## src/rtl/core/nms_pkg.sv

```systemverilog
// Shared types and constants for the non-adjacent maximum sum block.
// No dependencies; imported by nms_dp_unit and nonadjacent_max_sum_updates.
package nms_pkg;

  // Field widths of the item and result channels.
  localparam int unsigned CMD_W   = 1;
  localparam int unsigned POS_W   = 10;
  localparam int unsigned VALUE_W = 18;
  localparam int unsigned LEN_W   = 11;
  localparam int unsigned QSUM_W  = 26;
  localparam int unsigned TOTAL_W = 30;

  // Internal sum width: holds the positive elements of the longest scan.
  localparam int unsigned SUM_W = 28;

  // Running total modulus.
  localparam logic [TOTAL_W:0] TOTAL_MOD = 31'd1000000007;

  // Item command codes.
  localparam logic [CMD_W-1:0] CMD_LOAD  = 1'b0;
  localparam logic [CMD_W-1:0] CMD_QUERY = 1'b1;

  // Configuration register map.
  localparam int unsigned CFG_AW = 2;
  localparam logic [CFG_AW-1:0] ADDR_ARRAY_LENGTH = 2'd0;
  localparam logic [LEN_W-1:0]  ARRAY_LENGTH_RST  = 11'd1;

  // Control from the sequencer to the scan unit.
  typedef struct packed {
    logic clear;
    logic step;
  } dp_ctl_t;

endpackage

```

## src/rtl/core/nms_dp_unit.sv

```systemverilog
// Include/exclude scan unit: one element per step, shared over the whole scan.
// Depends on nms_pkg for widths and the dp_ctl_t control struct.
module nms_dp_unit
  import nms_pkg::*;
(
  input  logic                      clk,
  input  dp_ctl_t                   ctl,
  input  logic signed [VALUE_W-1:0] elem,
  output logic [QSUM_W-1:0]         best
);

  logic [SUM_W-1:0] incl_r;
  logic [SUM_W-1:0] excl_r;
  logic [SUM_W-1:0] incl_nxt;
  logic [SUM_W-1:0] excl_nxt;
  logic [SUM_W-1:0] gain;
  logic [SUM_W-1:0] larger;

  // Negative elements contribute nothing.
  assign gain = elem[VALUE_W-1] ? '0 : SUM_W'(unsigned'(elem[VALUE_W-2:0]));

  assign larger = (incl_r > excl_r) ? incl_r : excl_r;

  // One step of the recurrence, or a fresh start for a new query.
  always_comb begin
    incl_nxt = incl_r;
    excl_nxt = excl_r;
    if (ctl.clear) begin
      incl_nxt = '0;
      excl_nxt = '0;
    end else if (ctl.step) begin
      incl_nxt = excl_r + gain;
      excl_nxt = larger;
    end
  end

  always_ff @(posedge clk) begin
    incl_r <= incl_nxt;
    excl_r <= excl_nxt;
  end

  // Final answer saturates to the width of the result field.
  assign best = (larger > SUM_W'({QSUM_W{1'b1}})) ? {QSUM_W{1'b1}} : larger[QSUM_W-1:0];

endmodule

```

## config.mk

```make
export PLATFORM = sky130hd
export DESIGN_NAME = nms_dp_unit
export DESIGN_NICKNAME = d
export VERILOG_FILES = /design/src/rtl/core/nms_pkg.sv /design/src/rtl/core/nms_dp_unit.sv
export SDC_FILE = /design/constraint.sdc
export NUM_CORES = 1
export LEC_CHECK = 0
export ABC_AREA = 1
export BUFFER_PORTS_ARGS = -buffer_cell sky130_fd_sc_hd__buf_2
export CAP_MARGIN = 0
export CORE_UTILIZATION = 60
export DETAILED_ROUTE_END_ITERATION = 10
export GPL_TIMING_DRIVEN = 0
export PLACE_DENSITY = 0.77
export SLEW_MARGIN = 20
export SYNTH_ARGS = -nofsm -noshare
export SYNTH_HDL_FRONTEND = slang
export SYNTH_SLANG_ARGS = --single-unit
```

## constraint.sdc

```tcl
create_clock -name clk -period 2.75 [get_ports clk]
set_clock_uncertainty 0.2 [all_clocks]
set_input_delay 0 -clock clk [delete_from_list [all_inputs] [get_ports clk]]
set_output_delay 0 -clock clk [all_outputs]
set_load 0.005 [all_outputs]
```

==> results of run 1 <==
-- path summary, 6_finish.rpt --
check / cells after the start / slack (ns) / end / startpoint
worst min register to register: 2 / 0.34 / incl_r[1] / incl_r[1]
worst max-delay path: 12 / -0.03 / best[16] / excl_r[7]
worst max register to register: 17 / 0.15 / excl_r[6] / excl_r[11]
worst min-delay path: 4 / 0.02 / incl_r[17] / ctl[1]
-- layer usage --
| layer | share of wire [%] | GRT usage (%) | vias to the layer above |
|---|---|---|---|
| met3 | 7.2 | 3.33 | 39 |
| met5 | 0 | 0 | - |
| li1 | - | - | 3199 |
| met1 | 45 | 50.2 | 2949 |
| met4 | 1.9 | 10.3 | 0 |
| met2 | 45 | 60.7 | 289 |
-- where the power goes --
part	switching, mW	leakage [nW]	internal [mW]
Clock	0.318	0.0552	0.272
Sequential	0.0684	0.473	0.885
Combinational	1.12	3.20	0.800
Total	1.51	3.73	1.96
-- timing repair --
| item | 4_1_cts | 5_1_grt |
|---|---|---|
| hold buffers | 2 | 0 |
| buffers inserted | 31 | 6 |
| pin swaps | 19 | 13 |
| endpoints found under the hold margin | 3 | 0 |
| gates cloned | 1 | 1 |
| setup endpoints to repair | 50 | 38 |
| gates resized for setup | 93 | 29 |
-- per-stage QoR --
stage	hold WS [ns]	worst slack (ns)	setup TNS [ns]	power, mW	util (%)
after floorplan	0.194	0.424	0	2.07	-
after global placement	0.307	-0.187	-6.25	2.51	67.2
after detailed placement	0.317	-0.223	-7.97	2.52	67.2
after CTS	0.0317	0.00267	0	3.35	75.3
after global routing	0.0762	-0.167	-3.76	3.67	76.8
final	0.0210	-0.0349	-0.606	3.47	76.8
-- critical path, stage by stage (launching register included) --
cell and delay (ns):
dfxtp_2 0.35, inv_1 0.08, ha_4 0.28, nand2_2 0.07, nor4_4 0.35, nand4_1 0.24, nand2_4 0.17, buf_8 0.14
nand2_4 0.05, o21ai_4 0.13, buf_8 0.20, nand3_2 0.06, buf_2 0.13
-- state kept, by name (all words and copies together) (netlist names) --
name and count:
excl_r 28, incl_r 28
-- synthesized netlist by cell type, types with 4 or more instances --
| cell | number |
|---|---|
| buf_4 | 4 |
| a21oi_1 | 82 |
| xor2_1 | 7 |
| nor2_1 | 63 |
| inv_1 | 181 |
| nor3_1 | 7 |
| nand4_1 | 10 |
| clkbuf_1 | 19 |
| nand3_2 | 20 |
| o21ai_0 | 31 |
| buf_6 | 9 |
| buf_2 | 7 |
| nand2_1 | 257 |
| nand3_1 | 129 |
| ha_1 | 45 |
| dfxtp_1 | 56 |
-- cells in the final DEF (no fill, tap or decap), types with 5 or more instances in the layout --
cell / synthesis / routed
nand2_1: 257 / 244
inv_1: 181 / 163
nand3_1: 129 / 127
a21oi_1: 82 / 81
nor2_1: 63 / 62
buf_2: 7 / 48
buf_4: 4 / 41
o21ai_0: 31 / 31
dfxtp_1: 56 / 30
ha_1: 45 / 27
dfxtp_2: 0 / 23
nand3_2: 20 / 21
ha_4: 0 / 18
clkbuf_1: 19 / 17
inv_2: 2 / 13
nand2_2: 1 / 12
nand4_1: 10 / 10
nor3_1: 7 / 7
xor2_1: 7 / 7
inv_4: 0 / 6
buf_8: 0 / 6
clkbuf_8: 0 / 5
-- cells by family (layout without fill, tap and decap cells) --
logic type	after synthesis	after routing	share of synthesized area, %
DFF	56	56	19.9
xor gates and xnor gates	8	8	1.25
buffers and inverters	225	314	16.6
AOI/OAI and AO/OA	121	121	11.3
and+or+nand+nor	502	502	40.5
adders and majority gates	46	46	10.4
-- layout make-up --
type                    count  area, µm²  share of cell area (%)
clock inverters             2       35.0                   0.513
inverters                 183        706                    10.3
plain buffers              40        264                    3.87
multi-input cells         677       3900                    57.2
well taps                 108        135                    1.98
clock buffers               6       72.6                    1.06
flip-flops and latches     56       1160                    17.0
repair buffers             83        549                    8.05
==> flow_metrics.py, run 1 <==
metrics = {
    "finish": {
        "fin_nets": 1113,
        "nFillCells": 744,
        "final_cells": 1155,
        "drive_gt1_share_pct": 21.4,
        "fin_area_um2": 6820,
        "antenna_cells": 0,
        "syn2layout_area_growth_pct": 21.4,
    },
    "route": {
        "wl_per_cell_um": 15.7,
        "drt_iter0_markers": 698,
        "via_per_inst": 5.61,
        "wl_um": 18100,
        "num_vias": 6476,
        "ant_nets": 0,
        "drc": 0,
        "drtPass1Iterations": 5,
    },
    "clock_network": {
        "cts_sinks": 56,
        "clkTransAtPathRegs_ns": 0.13,
        "clockBufferDepth": 2,
        "numCtsBuffers": 5,
        "root_buffer": "clkbuf_8",
        "clk_latency_ns": 0.34,
        "htreeDepth": 2,
        "cts_tree": "built",
    },
    "global_route": {
        "grt_max_degree": 17,
        "grt_usage_pct": 36.5,
        "grt_pass1_wl_um": 28400,
        "grt_pass1_vias": 5872,
        "grt.overflow.total": 0,
        "antenna_found_initial": 0,
    },
    "critical_path": {
        "cp-end-kind": "output port",
        "worstSetupPathType": "reg2out",
        "critPathLaunchType": "flop",
        "path_max_fanout": 10,
        "crit_arrival_ns": 2.58,
        "critical_path_required_ns": 2.55,
    },
    "timing": {
        "fin_crit_ns": 2.78,
        "relSlewSlack_pct": 53.8,
        "post-route-period-util_pct": 101,
        "setup_slack_ns": -0.0349,
        "fmax_mhz": 359,
        "setup-violations-final": 26,
        "worst_pin_slew_ns": 0.693,
        "slew_viol_final": 0,
        "hold_viol": 0,
        "rsz0062_at_grt": "true",
    },
    "power_and_ir_drop": {
        "p_leak_nw": 3.73,
        "power.density_nw_per_um2": 508,
        "ir_drop_mv": 0.354,
    },
    "die": {
        "rows": 34,
        "die_x_um": 98.8,
        "start_util_pct": 63.2,
        "die_h_um": 98.8,
        "dieArea_um2": 9760,
        "coreArea_um2": 8890,
        "num_io_pins": 47,
    },
    "yosys": {
        "synth-edff-count": 0,
        "synth.area.top_cells": "dfxtp_1 20%, nand2_1 17%, inv_1 12%",
        "synthCells": 958,
        "ys_seq_area_share_pct": 19.9,
        "async_flop_share_pct": 0,
        "synth_flop_cell": "dfxtp_1",
        "synth_top_area_cell": "dfxtp_1",
        "syn_nets": 1025,
        "syn_area_per_cell_um2": 5.87,
        "synth_cell_types": 34,
        "ys_warn_count": 0,
        "yosysTopAreaCellShare_pct": 19.9,
        "ys_seq_elements": 56,
        "synth_area_um2": 5620,
    },
    "placed_design": {
        "dp.cells": 1109,
        "placedInstanceArea_um2": 5970,
        "hpwl_um": 12800,
        "port_buffers": 43,
        "place_congestion": 0.967,
    },
    "flow_run": {
        "cap_violations": 0,
    },
    "run_status": {
        "outcome": "finished, violations left",
        "violations": "negative setup slack",
    },
    "min_path": {
        "hold_class": "in2reg",
    },
}
Note: power is estimated with default switching activity, not from simulation.
==> run 2, diff against run 1 <==
Settings changed: CORE_ASPECT_RATIO set to 1.5, TNS_END_PERCENT set to 30.
==> flow_metrics.py, run 2 (synthesis gave the netlist of run 1 again) <==
metrics = {
    "clock_network": {
        "cts_sinks": 56,
        "root_buffer": "clkbuf_16",
        "numCtsBuffers": 5,
        "htreeDepth": 2,
        "cts_hold_buf": 0,
        "cts_tree": "built",
        "clkTransAtPathRegs_ns": 0.08,
        "clk_latency_ns": 0.30,
        "clockBufferDepth": 2,
    },
    "finish": {
        "syn2layout_area_growth_pct": 22.0,
        "antenna_cells": 0,
        "drive_gt1_share_pct": 20.8,
        "fin_nets": 1102,
        "final_cell_mix": "243 x nand2_1, 163 x inv_1, 127 x nand3_1",
        "fin_area_um2": 6860,
        "layout_commonest_cell": "nand2_1",
        "top_regs": "excl_r: 28 flops, incl_r: 28 flops",
    },
    "critical_path": {
        "crit_arrival_ns": 2.68,
        "path_max_fanout": 6,
        "max_stage_delay_ns": 0.39,
        "cp-end-kind": "output port",
        "critical_path_required_ns": 2.55,
        "worstSetupPathType": "reg2out",
        "crit_chain": "inv_4, ha_4, nand2_4, nor4_4, nand4_1, nand2_4, buf_12, nand2_4, o21ai_4, buf_12, clkbuf_16, nand3_2, buf_2",
        "critPathMostFrequentCell": "nand2_4",
        "path_buf_inv": 5,
        "cp_slowest_cell": "nor4_4",
        "cp_top_family": "simple AND/OR/NAND/NOR gates",
        "critPathLaunchType": "flop",
    },
    "timing": {
        "fmax_mhz": 348,
        "setup_slack_ns": -0.126,
        "relSlewSlack_pct": 49.4,
        "fin_crit_ns": 2.88,
        "setup-violations-final": 24,
        "rsz0062_at_grt": "true",
        "slew_viol_final": 0,
        "hold_viol": 0,
        "worst_pin_slew_ns": 0.760,
        "finalSetupTns_ns": -1.77,
        "post-route-period-util_pct": 105,
    },
    "die": {
        "num_io_pins": 47,
        "die_h_um": 121,
        "die_x_um": 81.0,
        "rows": 42,
        "coreArea_um2": 8930,
        "dieArea_um2": 9770,
        "start_util_pct": 62.9,
    },
    "route": {
        "wl_per_cell_um": 17.8,
        "wl_um": 20300,
        "drc": 0,
        "drtPass1Iterations": 5,
        "ant_nets": 0,
        "via_per_inst": 5.88,
        "num_vias": 6737,
        "drt_iter0_markers": 597,
    },
    "global_route": {
        "grt_pass1_wl_um": 29100,
        "grt_pass1_vias": 6113,
        "antenna_found_initial": 0,
        "grt_usage_pct": 39.2,
        "grt_max_degree": 16,
        "grt.overflow.total": 0,
    },
    "power_and_ir_drop": {
        "p_leak_nw": 3.73,
        "ir_drop_mv": 0.356,
        "power.total_mw": 3.71,
        "power.density_nw_per_um2": 540,
    },
    "run_status": {
        "violations": "negative setup slack",
        "outcome": "finished, violations left",
    },
    "placed_design": {
        "place_congestion": 0.975,
        "hpwl_um": 14200,
        "placedInstanceArea_um2": 5970,
        "port_buffers": 43,
    },
    "min_path": {
        "hold_class": "in2reg",
    },
    "flow_run": {
        "cap_violations": 0,
    },
}
## run 2: cell count changes in the layout (fill, tap and decap cells not counted), sizes merged
cell and change:
buf -12, inv +1, clkinv -1, dlygate4sd3 -2
clkbuf +5, bufinv -1, clkinvlp -1
## run 2: report_power, final
group / leakage [nW] / switching [mW] / total [mW] / internal [mW]
Combinational: 3.19 / 1.19 / 2.06 / 0.870
Sequential: 0.474 / 0.0764 / 0.961 / 0.885
Clock: 0.0712 / 0.323 / 0.689 / 0.366
Total: 3.73 / 1.59 / 3.71 / 2.12
## run 2: area by class of cell
type | count | area, µm²
multi-input combinational | 677 | 3910
fill | 691 | 2080
sequential | 56 | 1160
inverter | 183 | 699
timing repair buffer | 70 | 495
buffer | 42 | 302
clock buffer | 8 | 146
tap | 110 | 138
## run 2: tightest hold or removal path, stage by stage
cell,delay [ns]
clkbuf_1,0.23
a21oi_1,0.17
o21ai_0,0.08
inv_1,0.04
## run 2: final timing paths
kind	startpoint	endpoint	slack (ns)	cells past startpoint
max	excl_r[11]	best[8]	-0.13	13
min	ctl[1]	incl_r[8]	0.05	4
max reg2reg	excl_r[24]	excl_r[7]	0.14	18
min reg2reg	incl_r[0]	incl_r[0]	0.36	2
## run 2: metal layers
| metal | share of wire, % | vias to the layer above | GRT usage (%) |
|---|---|---|---|
| li1 | - | 3183 | - |
| met2 | 50 | 372 | 70.3 |
| met1 | 36 | 3072 | 41.5 |
| met3 | 6.7 | 110 | 4.98 |
| met4 | 7.1 | 0 | 25.4 |
| met5 | 0 | - | 0 |
## run 2: metrics by stage
stage / hold WS, ns / utilization, % / std cells / setup WS (ns)
floorplan: 0.194 / - / 958 / 0.424
CTS: 0.0119 / 72.2 / 1131 / -0.0226
global placement: 0.308 / 66.9 / 1111 / -0.217
global route: 0.0849 / 76.8 / 1146 / -0.182
detailed placement: 0.310 / 66.9 / 1111 / -0.273
finish: 0.0503 / 76.8 / 1146 / -0.126
## run 2: timing repair
item	CTS	global route
gates resized for setup	74	50
setup endpoints to repair	51	38
cloned	0	3
buffers inserted	12	12
pin swaps	10	16
==> run 3, diff against run 2 <==
Settings changed: PLACE_DENSITY 0.77 to 0.82.
==> flow_metrics.py, run 3 (synthesis gave the netlist of run 1 again) <==
metrics = {
    "timing": {
        "fin_crit_ns": 2.77,
        "worst_pin_slew_ns": 0.689,
        "holdWs_ns": 0.0210,
        "relSlewSlack_pct": 53.6,
        "hold_viol": 0,
        "setup-violations-final": 21,
        "fmax_mhz": 361,
        "post-route-period-util_pct": 101,
        "slew_viol_final": 0,
        "rsz0062_at_grt": "true",
        "setup_slack_ns": -0.0216,
    },
    "finish": {
        "top_regs": "excl_r: 28 flops, incl_r: 28 flops",
        "final_cell_mix": "246 x nand2_1, 168 x inv_1, 125 x nand3_1",
        "nFillCells": 753,
        "drive_gt1_share_pct": 19.7,
        "layout_commonest_cell": "nand2_1",
        "regArea_um2": 1160,
        "multi_input_area_um2": 3850,
        "syn2layout_area_growth_pct": 20.7,
        "antenna_cells": 0,
        "fin_nets": 1104,
        "final_util_pct": 75.9,
    },
    "min_path": {
        "hold_class": "in2reg",
        "hp-start": "ctl[0]",
    },
    "route": {
        "drt_iter0_markers": 515,
        "via_per_inst": 5.53,
        "wl_per_cell_um": 15.7,
        "wl_um": 18000,
        "num_vias": 6353,
        "ant_nets": 0,
        "drc": 0,
        "drtPass1Iterations": 5,
    },
    "critical_path": {
        "timing.rr.start": "excl_r[0]",
        "critPathLaunchType": "flop",
        "critPathLaunch": "incl_r[27]",
        "path_max_fanout": 6,
        "crit_arrival_ns": 2.57,
        "cp-end-kind": "output port",
        "critical_path_required_ns": 2.55,
        "worstSetupPathType": "reg2out",
    },
    "clock_network": {
        "htreeDepth": 2,
        "cts_hold_buf": 0,
        "clk_latency_ns": 0.30,
        "numCtsBuffers": 5,
        "cts_sinks": 56,
        "clkTransAtPathRegs_ns": 0.07,
        "clockBufferDepth": 2,
        "cts_tree": "built",
        "root_buffer": "clkbuf_16",
    },
    "global_route": {
        "grt.overflow.total": 0,
        "antenna_found_initial": 0,
        "grt_pass1_wl_um": 27300,
        "grt_pass1_vias": 5849,
        "grt_max_degree": 16,
        "grt_usage_pct": 36.8,
    },
    "die": {
        "num_io_pins": 47,
        "coreArea_um2": 8930,
        "die_h_um": 121,
        "dieArea_um2": 9770,
        "die_x_um": 81.0,
        "rows": 42,
        "start_util_pct": 62.9,
    },
    "power_and_ir_drop": {
        "p_leak_nw": 3.73,
        "ir_drop_mv": 0.387,
        "power.density_nw_per_um2": 528,
    },
    "placed_design": {
        "dpl_worst_slack_ns": -0.153,
        "hpwl_um": 13200,
        "place_congestion": 1.03,
        "port_buffers": 43,
    },
    "run_status": {
        "outcome": "finished, violations left",
        "violations": "negative setup slack",
    },
    "flow_run": {
        "cap_violations": 0,
    },
}
==> run 3: metrics by stage <==
step | setup TNS (ns) | area, µm² | power, mW | instances
2_1_floorplan | 0 | 5620 | 2.07 | 958
3_3_place_gp | -4.82 | 5970 | 2.51 | 1111
3_5_place_dp | -5.75 | 5970 | 2.53 | 1111
4_1_cts | -0.00149 | 6430 | 3.37 | 1135
5_1_grt | -2.84 | 6780 | 3.80 | 1148
6_report | -0.239 | 6780 | 3.59 | 1148
==> run 3: layout make-up <==
class | instances | share of cell area [%]
Sequential cell | 56 | 17.2
Buffer | 41 | 4.24
Inverter | 183 | 10.5
Timing Repair Buffer | 73 | 7.19
Tap cell | 110 | 2.03
Multi-Input combinational cell | 677 | 56.8
Clock buffer | 8 | 2.16
==> run 3: where the power goes <==
group          switching, mW  total (mW)  internal (mW)
clock network          0.320       0.686          0.366
logic                   1.11        1.95          0.831
registers             0.0690       0.954          0.885
==> run 3: final timing paths <==
check	endpoint	slack, ns	cells past startpoint
max	best[23]	-0.02	17
min	incl_r[3]	0.02	5
min reg2reg	incl_r[0]	0.34	2
max reg2reg	incl_r[16]	0.10	13
==> run 3: per-layer routing <==
layer  up-vias  global-route usage, %  share of wire, %
li1       3187                      -                 -
met1      2831                   40.0                38
met2       269                   66.5                51
met3        66                   4.08               6.1
met4         0                   21.5               5.4
met5         -                      0                 0
==> run 3: what timing repair did <==
item	CTS	global route
pin swaps	11	14
cloned	0	1
setup endpoints to repair	50	31
buffers inserted	16	13
resized for setup	62	56
==> run 3: critical path, stage by stage, from the launching register on <==
cell,delay (ns)
dfxtp_1,0.39
ha_4,0.31
nand2_4,0.06
nor2_4,0.10
inv_2,0.05
nor2_4,0.14
nand2_1,0.08
nor2_2,0.15
nand2_2,0.09
nand2_4,0.09
nand2_4,0.07
buf_8,0.15
nand2_4,0.06
o21ai_4,0.06
buf_6,0.15
clkbuf_16,0.15
nand3_2,0.05
buf_2,0.10
